--- src/hw/rtl/etur_pkg.sv ---
`timescale 1ns / 1ps

package etur_pkg;

  localparam int WORD_BITS  = 16;
  localparam int TIME_WIDTH = 32;

  localparam int COUNT_W = $clog2(WORD_BITS + 1);
  localparam int IDX_W   = $clog2(WORD_BITS);

  localparam int BIT_TIME_W = 16;
  localparam int DBITS_W    = 4;
  // bit time times (1 + data bits + parity), at most 65535 * 17
  localparam int FACTOR_W   = 5;
  localparam int TIMEOUT_W  = BIT_TIME_W + FACTOR_W;

  localparam int CFG_IDX_W  = 2;
  localparam int CFG_DATA_W = 16;

  localparam logic [CFG_IDX_W-1:0] REG_BIT_TIME = 2'd0;
  localparam logic [CFG_IDX_W-1:0] REG_DATA_BITS = 2'd1;
  localparam logic [CFG_IDX_W-1:0] REG_PARITY = 2'd2;

  localparam logic [BIT_TIME_W-1:0] BIT_TIME_RST  = 16'd104;
  localparam logic [DBITS_W-1:0]    DATA_BITS_RST = 4'd8;

  localparam int IN_DATA_W  = 40;
  localparam int OUT_DATA_W = 8;

  typedef struct packed {
    logic [BIT_TIME_W-1:0] divisor;    // bit time, zero taken as one
    logic [DBITS_W-1:0]    data_bits;
    logic [TIMEOUT_W-1:0]  timeout;    // frame length in microseconds
  } cfg_t;

  typedef struct packed {
    logic [TIME_WIDTH-1:0] diff;
    logic                  ge;
  } alu_res_t;

endpackage

--- src/hw/rtl/etur_alu.sv ---
`timescale 1ns / 1ps

// shared subtract and compare unit
module etur_alu (
  input  logic [etur_pkg::TIME_WIDTH-1:0] a,
  input  logic [etur_pkg::TIME_WIDTH-1:0] b,
  output etur_pkg::alu_res_t              res
);
  import etur_pkg::*;

  assign res.diff = a - b;
  assign res.ge   = (a >= b);

endmodule

--- src/hw/rtl/etur_cfg.sv ---
`timescale 1ns / 1ps

module etur_cfg (
  input  logic                             clk,
  input  logic                             rst,
  input  logic                             cfg_valid,
  output logic                             cfg_ready,
  input  logic [etur_pkg::CFG_IDX_W-1:0]   cfg_index,
  input  logic [etur_pkg::CFG_DATA_W-1:0]  cfg_data,
  output etur_pkg::cfg_t                   cfg
);
  import etur_pkg::*;

  logic [BIT_TIME_W-1:0] bit_time;
  logic [DBITS_W-1:0]    data_bits;
  logic                  parity;
  logic [FACTOR_W-1:0]   factor;
  logic [TIMEOUT_W-1:0]  timeout;

  assign cfg_ready = 1'b1;

  always_ff @(posedge clk) begin
    if (rst) begin
      bit_time  <= BIT_TIME_RST;
      data_bits <= DATA_BITS_RST;
      parity    <= 1'b0;
    end else if (cfg_valid) begin
      unique case (cfg_index)
        REG_BIT_TIME:  bit_time  <= cfg_data[BIT_TIME_W-1:0];
        REG_DATA_BITS: data_bits <= cfg_data[DBITS_W-1:0];
        REG_PARITY:    parity    <= cfg_data[0];
        default: ;
      endcase
    end
  end

  assign factor = FACTOR_W'(1) + FACTOR_W'(data_bits) + FACTOR_W'(parity);

  // frame length registered after the multiply
  always_ff @(posedge clk) begin
    timeout <= TIMEOUT_W'(bit_time) * TIMEOUT_W'(factor);
  end

  assign cfg.divisor   = (bit_time == '0) ? BIT_TIME_W'(1) : bit_time;
  assign cfg.data_bits = data_bits;
  assign cfg.timeout   = timeout;

endmodule

--- src/hw/rtl/edge_timed_uart_receiver.sv ---
`timescale 1ns / 1ps

// Serial character receiver fed by timestamped line events instead of line samples. Each
// slave transaction is a line edge (tuser 0, tdata carries the time and the level after the
// edge) or a periodic poll (tuser 1, present level). A falling edge while idle opens a frame;
// later edges add floor(elapsed / bit time) bits of the level that held before the edge,
// LSB first. Once (1 + data bits + parity) bit times have passed since the frame start, the
// next event closes the frame: with the line high the character goes out with tuser 0,
// otherwise a zero byte with tuser 1 flags a missing stop bit. An idle event is done in
// the idle state; a frame event passes the frame and compare steps and, save for a poll
// before the timeout, the edge step, a divide step per added bit (at most 16) and one
// more, and the emit step if it closes the frame, as one 32-bit subtract/compare unit
// forms both time differences, checks the timeout and peels off one bit time per cycle;
// new events wait while busy. A finished result waits in an output register, so the next
// event is taken while the master side is stalled; a frame that closes while an earlier
// result still waits holds until that result is taken. Configuration: index 0 bit time in
// microseconds (zero acts as one), 1 data bits, 2 parity present; write only while idle.
module edge_timed_uart_receiver (
  input  logic                              clk,
  input  logic                              rst,
  // slave side
  input  logic                              s_tvalid,
  output logic                              s_tready,
  input  logic [etur_pkg::IN_DATA_W-1:0]    s_tdata,   // time_us [31:0], line_level [32]
  input  logic                              s_tuser,   // command: 0 edge, 1 poll
  // master side
  output logic                              m_tvalid,
  input  logic                              m_tready,
  output logic [etur_pkg::OUT_DATA_W-1:0]   m_tdata,   // data_byte [7:0]
  output logic                              m_tuser,   // status: 1 stop bit missing
  // configuration writes
  input  logic                              cfg_valid,
  output logic                              cfg_ready,
  input  logic [etur_pkg::CFG_IDX_W-1:0]    cfg_index,
  input  logic [etur_pkg::CFG_DATA_W-1:0]   cfg_data
);
  import etur_pkg::*;

  // sequencer codes
  localparam logic [2:0] S_IDLE  = 3'd0;  // waiting for a transaction
  localparam logic [2:0] S_FRAME = 3'd1;  // time since frame start
  localparam logic [2:0] S_TCMP  = 3'd2;  // compare against frame length
  localparam logic [2:0] S_EDGE  = 3'd3;  // time since last edge
  localparam logic [2:0] S_DIV   = 3'd4;  // one bit time per cycle
  localparam logic [2:0] S_EMIT  = 3'd5;  // load the output register

  cfg_t     cfg;
  alu_res_t alu;

  logic [2:0]            state;
  logic                  receiving;
  logic [WORD_BITS-1:0]  shift_word;
  logic [COUNT_W-1:0]    bit_count;
  logic [TIME_WIDTH-1:0] frame_start;
  logic [TIME_WIDTH-1:0] last_edge;
  logic [TIME_WIDTH-1:0] now;
  logic [TIME_WIDTH-1:0] rem;
  logic                  poll;
  logic                  level;
  logic                  timed_out;

  logic                  out_valid;
  logic [OUT_DATA_W-1:0] out_byte;
  logic                  out_status;

  logic [TIME_WIDTH-1:0] alu_a;
  logic [TIME_WIDTH-1:0] alu_b;
  logic                  app_level;
  logic                  div_done;
  logic [COUNT_W-1:0]    keep;
  logic [WORD_BITS:0]    mask_full;
  logic [WORD_BITS-1:0]  char_bits;

  etur_cfg u_cfg (
    .clk       (clk),
    .rst       (rst),
    .cfg_valid (cfg_valid),
    .cfg_ready (cfg_ready),
    .cfg_index (cfg_index),
    .cfg_data  (cfg_data),
    .cfg       (cfg)
  );

  etur_alu u_alu (
    .a   (alu_a),
    .b   (alu_b),
    .res (alu)
  );

  // operand selection for the shared unit
  always_comb begin
    unique case (state)
      S_FRAME: begin
        alu_a = now;
        alu_b = frame_start;
      end
      S_TCMP: begin
        alu_a = rem;
        alu_b = TIME_WIDTH'(cfg.timeout);
      end
      S_EDGE: begin
        alu_a = now;
        alu_b = last_edge;
      end
      default: begin
        alu_a = rem;
        alu_b = TIME_WIDTH'(cfg.divisor);
      end
    endcase
  end

  // a poll fills with the present level, an edge with the level before it
  assign app_level = poll ? level : ~level;

  // stop when the word is full or less than one bit time remains
  assign div_done = (bit_count == COUNT_W'(WORD_BITS)) || !alu.ge;

  // drop the start bit and keep the data bits
  always_comb begin
    keep = (COUNT_W'(cfg.data_bits) < COUNT_W'(WORD_BITS)) ?
           COUNT_W'(cfg.data_bits) : COUNT_W'(WORD_BITS);
    mask_full = ((WORD_BITS + 1)'(1) << keep) - (WORD_BITS + 1)'(1);
    char_bits = (shift_word >> 1) & mask_full[WORD_BITS-1:0];
  end

  assign s_tready = (state == S_IDLE);
  assign m_tvalid = out_valid;
  assign m_tdata  = out_byte;
  assign m_tuser  = out_status;

  always_ff @(posedge clk) begin
    if (rst) begin
      state       <= S_IDLE;
      receiving   <= 1'b0;
      out_valid   <= 1'b0;
      shift_word  <= '0;
      bit_count   <= '0;
      frame_start <= '0;
      last_edge   <= '0;
    end else begin
      // the emit step reloads the output register itself
      if (out_valid && m_tready && state != S_EMIT) begin
        out_valid <= 1'b0;
      end
      unique case (state)
        S_IDLE: begin
          if (s_tvalid) begin
            poll  <= s_tuser;
            now   <= s_tdata[TIME_WIDTH-1:0];
            level <= s_tdata[TIME_WIDTH];
            if (receiving) begin
              state <= S_FRAME;
            end else if (!s_tuser && !s_tdata[TIME_WIDTH]) begin
              // falling edge opens a frame
              receiving   <= 1'b1;
              shift_word  <= '0;
              bit_count   <= '0;
              frame_start <= s_tdata[TIME_WIDTH-1:0];
              last_edge   <= s_tdata[TIME_WIDTH-1:0];
            end
          end
        end
        S_FRAME: begin
          rem   <= alu.diff;
          state <= S_TCMP;
        end
        S_TCMP: begin
          timed_out <= alu.ge;
          // a poll inside the frame changes nothing
          state     <= (!alu.ge && poll) ? S_IDLE : S_EDGE;
        end
        S_EDGE: begin
          rem   <= alu.diff;
          state <= S_DIV;
        end
        S_DIV: begin
          if (div_done) begin
            if (timed_out) begin
              state <= S_EMIT;
            end else begin
              last_edge <= now;
              state     <= S_IDLE;
            end
          end else begin
            rem                         <= alu.diff;
            shift_word[bit_count[IDX_W-1:0]] <= app_level;
            bit_count                   <= bit_count + COUNT_W'(1);
          end
        end
        S_EMIT: begin
          if (!out_valid || m_tready) begin
            out_valid   <= 1'b1;
            out_byte    <= level ? char_bits[OUT_DATA_W-1:0] : '0;
            out_status  <= ~level;
            receiving   <= 1'b0;
            shift_word  <= '0;
            bit_count   <= '0;
            frame_start <= '0;
            last_edge   <= '0;
            state       <= S_IDLE;
          end
        end
        default: state <= S_IDLE;
      endcase
    end
  end

endmodule

--- config.mk ---
export PLATFORM = sky130hd
export DESIGN_NAME = edge_timed_uart_receiver
export DESIGN_NICKNAME = d
export VERILOG_FILES = /design/src/hw/rtl/etur_pkg.sv /design/src/hw/rtl/etur_alu.sv /design/src/hw/rtl/etur_cfg.sv /design/src/hw/rtl/edge_timed_uart_receiver.sv
export SDC_FILE = /design/constraint.sdc
export NUM_CORES = 1
export LEC_CHECK = 0
export BUFFER_PORTS_ARGS = -buffer_cell sky130_fd_sc_hd__buf_2
export CORE_MARGIN = 4
export CORE_UTILIZATION = 65
export DETAILED_ROUTE_END_ITERATION = 7
export PLACE_DENSITY = 0.84
export SYNTH_ARGS = -nofsm -noshare
export SYNTH_HDL_FRONTEND = slang
export SYNTH_HIERARCHICAL = 1
export SYNTH_SLANG_ARGS = --single-unit
export TNS_END_PERCENT = 50
--- constraint.sdc ---
create_clock -name clk -period 16.3 [get_ports clk]
set_input_delay 1.63 -clock clk [delete_from_list [all_inputs] [get_ports clk]]
set_output_delay 1.63 -clock clk [all_outputs]
set_load 0.02 [all_outputs]
; After elaboration in Yosys (flattened, before gate mapping)
; Index checks and enable logic that the tools add are counted.
; Widths: inputs -> output; s select.
[totals]
ff_bits = 208
out_inout_bits = 12
elab_cells = 122
[op_classes]
n_reduce_logical = 30
n_mul = 1
add_sub_neg = 5
eq_ne = 17
n_shift = 1
mux = 44
order_cmp = 3
n_bitwise = 3
[op_table]
columns = operator, n
row1 = $mux 32, 8
row2 = $pmux 32 s3, 2
row3 = $pmux 32 s2, 2
row4 = $mux 16, 6
row5 = $pmux 16 s3, 1
row6 = $ge 32x32->1, 1
row7 = $sub 32x32->32, 1
row8 = $mux 5, 5
row9 = $mul 16x5->21, 1
row10 = $pmux 3 s6, 1
row11 = $bwmux 16, 1
row12 = $logic_not 16->1, 1
row13 = $mux 3, 5
row14 = $pmux 5 s3, 1
row15 = $ne 2x2->1 const B, 6
row16 = $reduce_and 3->1, 4
row17 = $mux 1, 9
row18 = $and 8x8->8, 1
row19 = $reduce_and 2->1, 4
row20 = $shl 1x4->8 const A, 1
row21 = $sub 8x2->8 const B, 1
row22 = $reduce_and 7->1, 1
row23 = $eq 3x2->1 const B, 2
row24 = $eq 3x3->1 const B, 2
row25 = 26 further kinds, 37

; Depth between registers and ports, before layout
; Gate-level depths: netlist (run 1).
[logic_depth]
depth_word = 8
ltp_mapped = 21
depth_no_buf = 18

; Cells and area by module
; Netlist (run 1), hierarchy kept.
[by_module_without_submodules]
columns = module, cells_each, n_inst, area_each_um2
row1 = edge_timed_uart_receiver, 795, 1, 7531.0
row2 = etur_cfg, 443, 1, 3848.7
row3 = etur_alu, 290, 1, 1900.6

; Worst setup path after synthesis (run 1)
; No wires, ideal clock.
[synth_timing]
path_type = flip-flop to flip-flop
from = register state[0]
to = register rem[0] (enable)
required_time_ns = 15.868
t_arrival_ns = 5.332
slack_ns = 10.536
path_buffers = 4
path_stages_with_launch = 20
cell_sequence = dfxtp_1 -> clkbuf_1 -> clkbuf_1 -> o21bai_1 -> clkbuf_1 -> nand2_1 -> o21ai_0 -> ha_1 -> fa_1 -> nand2b_1 -> a211oi_1 -> o21ai_1 -> nand3_2 -> o21a_1 -> o21ai_0 -> a31oi_1 -> and3_1 -> clkbuf_1 -> inv_1 -> a21oi_1
[synth_lines]
columns = item, line
row1 = "start, declared", edge_timed_uart_receiver.sv:50  ; logic [2:0] state;
row2 = "start signal, assigned", edge_timed_uart_receiver.sv:170  ; state <= (!alu.ge && poll) ? S_IDLE : S_EDGE;
row3 = "end signal, assigned", edge_timed_uart_receiver.sv:164  ; rem <= alu.diff;
row4 = "end signal, assigned", edge_timed_uart_receiver.sv:173  ; rem <= alu.diff;
row5 = "end signal, assigned", edge_timed_uart_receiver.sv:185  ; rem <= alu.diff;
row6 = "end, declared", edge_timed_uart_receiver.sv:57  ; logic [TIME_WIDTH-1:0] rem;

==> out/summary.log, run 1 <==
INFO  global_routing pin_count_of_the_biggest_net_entering_global_routing=76
INFO  cells_and_area final_area=0.0142mm2
INFO  power          power_report.internal_total=0.000844W
INFO  global_routing grt_use_met2=50.0%
INFO  timing         hold_viol=0
INFO  synth          synth.avg_cell_area=8.69um2
INFO  synth          ys_warn_count=6
INFO  clock_network  clkTransAtPathRegs=70ps
INFO  route          first_iteration_detailed_routing_drc_count=973
INFO  timing         achievable-frequency=173MHz
INFO  synth          netlist_top_cells_area=dfxtp_1, edfxtp_1, fa_1, ha_1, inv_1
INFO  floorplan      die_area=0.0228mm2
INFO  placed_design  io_buffer_count=67
INFO  critical_path  crit_arrival=5840ps
INFO  critical_path  worst-setup-path-type=reg2reg
INFO  placed_design  dp.cells=1,772
INFO  timing         timing.max_slew.rel_slack=24.6%
INFO  synth          synth.lib_cells_used.distinct=72
INFO  timing         setup-violations-final=0
INFO  global_routing grtUsageTotal=28.6%
INFO  timing         totalNegativeSetupSlack=0ps
INFO  synth          synth-async-reset-ratio=0%
INFO  cells_and_area nNetsFinal=1,696
INFO  global_routing globalRouteOverflowTotal=0
INFO  worst_hold_path holdCritStartpoint=last_edge[31]
INFO  critical_path  reg2reg_setup_slack=10,520ps
INFO  power          ratio_of_total_power_to_cell_area=83.0mW/mm2
INFO  global_routing grt_util_met3=4.91%
INFO  route          vias_per_cell=6.18
INFO  cells_and_area finish.utilization=70.5%
INFO  synth          synth-seq-area-share=35.9%
INFO  timing         post_route_skew=10.8ps
INFO  clock_network  insertion_delay=440ps
INFO  critical_path  cp_max_fo=32
INFO  cells_and_area register_area=0.00477mm2
INFO  synth          netlist.area_leader.share=18.7%
INFO  power          netSwitchingPower=0.000336W
INFO  clock_network  post_cts_resize_count=0
INFO  synth          mappedNetlistNets=1,703
INFO  route          detail-route-antenna-nets=0
INFO  route          drt-pass1-iter-count=6
INFO  run_status     outcome=finished, final reports clean
INFO  run            total_of_max_cap_violations=0
INFO  synth          netlist_area=0.0133mm2
INFO  floorplan      design.portCount=76
INFO  global_routing initial_antenna_violation_count=0
INFO  floorplan      design.core.area=0.0202mm2
INFO  route          routed-via-count=11.1k
INFO  critical_path  timing.critical_path.from_type=flip-flop
INFO  cells_and_area fillerInstances=1,524
INFO  route          totalWireLength=32.1mm
INFO  clock_network  clock-root-buffer=clkbuf_16
INFO  cells_and_area areaGrowthSynthToFinish=7.14%
INFO  critical_path  timing.critical_path.required=16,360ps
INFO  clock_network  numCtsBuffers=17
INFO  synth          synth_top_flop_cell=dfxtp_1
INFO  synth          yosys.area.top_type=dfxtp_1
INFO  timing         rsz0062_at_grt=false
INFO  timing         finalCritPeriodShare=35.5%
INFO  floorplan      die_span_x=151um
INFO  clock_network  post-cts-setup-buffer-count=0
INFO  global_routing groute.layer.met1.usage=36.2%
INFO  placed_design  placed_cell_area=0.0137mm2
INFO  critical_path  reg2reg_to=rem[18]
INFO  power          share_seq_of_total_power=47.7%
INFO  worst_hold_path min_delay_path_depth=2
INFO  power          combinationalPowerShare=17.8%
INFO  global_routing first_global_vias=10.9k
INFO  clock_network  cts_tree=built
INFO  placed_design  hpwl=22.0mm
INFO  critical_path  worst_setup_path_end_kind=flip-flop
INFO  worst_hold_path whs_endpoint=last_edge[31]
INFO  power          power.clock.fraction=34.5%
INFO  floorplan      initial_utilization=65.8%
INFO  critical_path  ff2ff_path_depth=18
INFO  power          cellLeakagePower=5.85nW
INFO  clock_network  cts_hold_buffers=0
INFO  power          vdd_drop_max=0.0000733V
INFO  synth          yosys_register_bits=200
INFO  route          drt-wirelength-per-cell=17.8um
INFO  timing         finalCriticalPeriod=5780ps
INFO  clock_network  clock_sinks=200
INFO  timing         final_max_slew_viol_count=0
INFO  synth          synth-edff-count=76
INFO  synth          synthCells=1,528
INFO  cells_and_area final_cell_count_no_fill=1,804
INFO  placed_design  gp_routability_congestion=0.922
INFO  cells_and_area drive_gt1_share=10.8%
INFO  floorplan      fp.dieH=151um
INFO  critical_path  worst_r2r_startpoint=state[1]
INFO  worst_hold_path min_path_type=reg2reg
INFO  timing         tightestPinTransition=1130ps
INFO  clock_network  htreeDepth=4
INFO  route          route.detailed.drc=0
INFO  power          power.share.switching=28.5%
INFO  global_routing top_usage_layer=met2
INFO  cells_and_area diodes=0
INFO  floorplan      number_of_placement_rows=52
INFO  global_routing first_pass_grt_wire_length=52.8mm
INFO  clock_network  clock_tree.buffer_depth=2
INFO  cells_and_area multiInputGateArea=0.00744mm2
## synthesized netlist by cell type (all sizes together), types with 27 or more instances
| cell | n |
|---|---|
| a21oi | 108 |
| a221oi | 34 |
| and2 | 49 |
| clkbuf | 94 |
| dfxtp | 124 |
| edfxtp | 76 |
| fa | 43 |
| ha | 68 |
| inv | 177 |
| nand2 | 159 |
| nand2b | 29 |
| nand3 | 77 |
| nor2 | 60 |
| o21ai | 88 |
| o311a | 33 |
| xnor2 | 27 |
## state kept, by name, summed over array words and instances, names as in the netlist
name and count:
shift_word 8, receiving 1, last_edge 32, m_tuser 1, u_cfg/bit_time 16, u_cfg/parity 1
now 32, level 1, poll 1, m_tvalid 1, u_cfg/data_bits 4, u_cfg/timeout 21
frame_start 32, bit_count 5, rem 32, state 3, timed_out 1, m_tdata 8
## through the flow
step,setup slack (ps),power (W),hold WS [ps]
after floorplan,10540,0.000726,442
after global placement,10610,0.000771,450
after detailed placement,10580,0.000779,459
after CTS,10570,0.00118,470
after global routing,10150,0.00123,483
final,10520,0.00118,467
## layout make-up
| class | count | area share, % |
|---|---|---|
| multi-input combinational | 1041 | 52.3 |
| sequential | 200 | 33.5 |
| inverter | 177 | 4.67 |
| timing repair buffer | 84 | 3.27 |
| clock buffer | 18 | 3.02 |
| tap | 270 | 2.37 |
| clock inverter | 14 | 0.853 |
## placed cells by master (no fill, tap or decap), types with 27 or more instances in the layout
cell and count:
o21ai_0 81, inv_1 177, edfxtp_1 76, and2_1 49
ha_1 68, o311a_1 33, buf_2 66, nand2_1 159
fa_1 43, dfxtp_1 122, a21oi_1 104, xnor2_1 27
nand3_1 76, a221oi_1 34, nand2b_1 27, nor2_1 59
## layer usage
metal  routed length (um)  part of all wire, %  vias to the layer above
met2                16000                   50                      451
li1                     -                    -                     5300
met3                 1890                  5.9                       71
met4                  746                  2.3                        0
met5                    0                    0                        -
met1                13400                   42                     5322
## logic make-up after synthesis
kind of cell,count (synthesis),synth area share [%]
AND/OR/NAND/NOR,471,17.7
buffers and inverters,287,8.24
XOR/XNOR,50,3.30
AO/OA/AOI/OAI,373,19.1
flip-flops,200,35.9
other,1,0.0282
adder cells (fa/ha/maj),111,12.9
multiplexers,35,2.84
## worst max path at each step
stage | from | end | slack (ps) | cells after the start
6_report | state[1] | rem[18] | 10520 | 18
3_5_place_dp | state[1] | rem[15] | 10580 | 18
3_3_place_gp | state[1] | rem[8] | 10610 | 18
2_1_floorplan | state[0] | rem[0] | 10540 | 19
5_1_grt | state[0] | rem[16] | 10150 | 18
4_1_cts | state[1] | rem[17] | 10570 | 18
## critical path: stages (launching register included)
cell and delay [ps]:
dfxtp_2 750, buf_4 380, nor2b_1 170, buf_4 240
a22oi_1 190, o21ai_0 140, ha_1 240, fa_1 410
nand2b_1 190, a211oi_1 280, o21ai_1 150, nand3_2 100
o21a_1 130, o21ai_0 100, a31oi_1 270, buf_4 280
and3_1 330, inv_1 120, a21oi_4 880
## power by group through the flow
stage | registers [W] | clock network (W) | logic [W]
floorplan | 0.000568 | 0 | 0.000158
global placement | 0.000573 | 0 | 0.000198
detailed placement | 0.000574 | 0 | 0.000205
CTS | 0.000563 | 0.000409 | 0.000207
global route | 0.000566 | 0.000431 | 0.000233
finish | 0.000563 | 0.000407 | 0.000210
Power figures use the tool's default switching activity.
==> run 2, diff against run 1 <==
Settings changed: CORE_UTILIZATION 65 to 56, PLACE_DENSITY 0.84 to 0.77.
Clock period 16.3 ns to 5.2 ns, I/O delays scaled along.
==> run 2 against run 1 <==
  * Maximum frequency is 22% higher
  * Via count is 0.34% lower
  * Flip-flop and latch count stayed put
  * Critical path depth is 1 lower
  * Clock skew is 5.5 ps higher
  * Wire length is 1.9% higher
  * Largest power group unchanged
==> out/summary.log, run 2 (synthesis gave the netlist of run 1 again) <==
INFO  run_status     outcome=finished, final reports clean
INFO  timing         rsz0062_at_grt=false
INFO  route          vias_per_cell=5.96
INFO  timing         achievable-frequency=210MHz
INFO  cells_and_area areaGrowthSynthToFinish=8.22%
INFO  floorplan      fp.dieH=162um
INFO  timing         finalCritPeriodShare=91.4%
INFO  run            total_of_max_cap_violations=0
INFO  global_routing grtUsageTotal=25.3%
INFO  critical_path  crit_arrival=5040ps
INFO  route          drt-pass1-iter-count=7
INFO  clock_network  cts_tree=built
INFO  clock_network  clock_tree.buffer_depth=2
INFO  cells_and_area leading_cell_type_in_the_layout_fill_and_taps_excluded=inv_1
INFO  cells_and_area final_area=0.0144mm2
INFO  floorplan      die_span_x=162um
INFO  placed_design  gp_routability_congestion=0.929
INFO  route          first_iteration_detailed_routing_drc_count=1,063
INFO  placed_design  hpwl=22.9mm
INFO  timing         setup-violations-final=0
INFO  critical_path  reg2reg_setup_slack=440ps
INFO  timing         final_max_slew_viol_count=0
INFO  route          route.detailed.drc=0
INFO  floorplan      initial_utilization=56.7%
INFO  floorplan      design.core.area=0.0234mm2
INFO  timing         timing.max_slew.rel_slack=21.8%
INFO  placed_design  placed_cell_area=0.0138mm2
INFO  global_routing initial_antenna_violation_count=0
INFO  cells_and_area nNetsFinal=1,707
INFO  clock_network  insertion_delay=440ps
INFO  clock_network  htreeDepth=4
INFO  worst_hold_path min_path_type=in2reg
INFO  global_routing pin_count_of_the_biggest_net_entering_global_routing=77
INFO  clock_network  clkTransAtPathRegs=80ps
INFO  critical_path  timing.critical_path.from_type=flip-flop
INFO  critical_path  worst-setup-path-type=reg2reg
INFO  placed_design  dp.cells=1,832
INFO  timing         post_route_skew=16.3ps
INFO  timing         hold_viol=0
INFO  timing         finalCriticalPeriod=4760ps
INFO  global_routing first_global_vias=11.1k
INFO  route          totalWireLength=32.7mm
INFO  cells_and_area register_area=0.00477mm2
INFO  critical_path  cp_max_fo=17
INFO  cells_and_area multiInputGateArea=0.00746mm2
INFO  timing         tightestPinTransition=1170ps
INFO  timing         totalNegativeSetupSlack=0ps
INFO  clock_network  clock_sinks=200
INFO  clock_network  post-cts-setup-buffer-count=0
INFO  global_routing globalRouteOverflowTotal=0
INFO  critical_path  timing.critical_path.required=5480ps
INFO  critical_path  worst_setup_path_end_kind=flip-flop
INFO  clock_network  numCtsBuffers=17
INFO  cells_and_area fillerInstances=2,050
INFO  cells_and_area diodes=0
INFO  cells_and_area final_cell_count_no_fill=1,864
INFO  route          routed-via-count=11.1k
INFO  power          ratio_of_total_power_to_cell_area=256mW/mm2
INFO  cells_and_area drive_gt1_share=11.5%
INFO  floorplan      number_of_placement_rows=56
INFO  global_routing first_pass_grt_wire_length=55.1mm
INFO  placed_design  io_buffer_count=67
INFO  power          vdd_drop_max=0.000193V
INFO  power          cellLeakagePower=5.90nW
INFO  route          drt-wirelength-per-cell=17.5um
INFO  floorplan      design.portCount=76
INFO  clock_network  clock-root-buffer=clkbuf_16
INFO  route          detail-route-antenna-nets=0
INFO  floorplan      die_area=0.0262mm2
INFO  cells_and_area most_frequent_cells_in_the_layout=inv_1, nand2_1, dfxtp_1
[run 2: power breakdown]
part	switching (W)	internal [W]
Sequential	0.0000450	0.00172
Clock	0.000617	0.000636
Combinational	0.000397	0.000268
[run 2: critical path, stage by stage (launching register included)]
cell and delay [ps]:
dfxtp_2 610, mux2_2 390, a22oi_1 150, o21ai_0 120, ha_1 230, fa_1 410
nand2b_1 190, a211oi_1 320, o21ai_1 170, nand3_2 130, o21a_1 130, o21ai_0 110
a31oi_1 300, buf_4 270, nand2b_1 160, nand3b_1 80, a221o_1 360, a2111oi_0 480
[run 2: repair_timing]
action	in CTS	in global routing
hold buffers	0	0
gates resized for setup	0	2
hold endpoints to repair	0	0
endpoints found under the setup margin	0	3
[run 2: path summary, 6_finish.rpt]
| check | endpoint | cells past startpoint | start |
|---|---|---|---|
| min reg2reg | last_edge[30] | 2 | last_edge[30] |
| max | state[0] | 17 | state[0] |
| min | now[12] | 1 | s_tdata[12] |
| max reg2reg | state[0] | 17 | state[0] |
[run 2: through the flow]
step | utilization (%) | total power, W | setup WS (ps) | hold WS (ps)
2_1_floorplan | - | 0.00228 | 136 | 442
3_3_place_gp | 59.1 | 0.00243 | 436 | 448
3_5_place_dp | 59.1 | 0.00245 | 317 | 457
4_1_cts | 61.4 | 0.00369 | 287 | 272
5_1_grt | 61.4 | 0.00386 | 104 | 269
6_report | 61.4 | 0.00368 | 445 | 283
[run 2: metal layers]
metal | GRT usage (%) | wire length [um] | vias to the layer above
met3 | 4.19 | 1720 | 45
met4 | 7.42 | 658 | 0
met1 | 32.7 | 14100 | 5382
li1 | - | - | 5326
met2 | 43.7 | 16200 | 353
met5 | 0 | 0 | -
[run 2: cell type report]
type / count / share of cell area [%]
clock inverter: 11 / 0.601
clock buffer: 21 / 3.13
multi-input combinational: 1041 / 51.9
tap: 319 / 2.78
inverter: 177 / 4.62
sequential: 200 / 33.2
timing repair buffer: 95 / 3.81
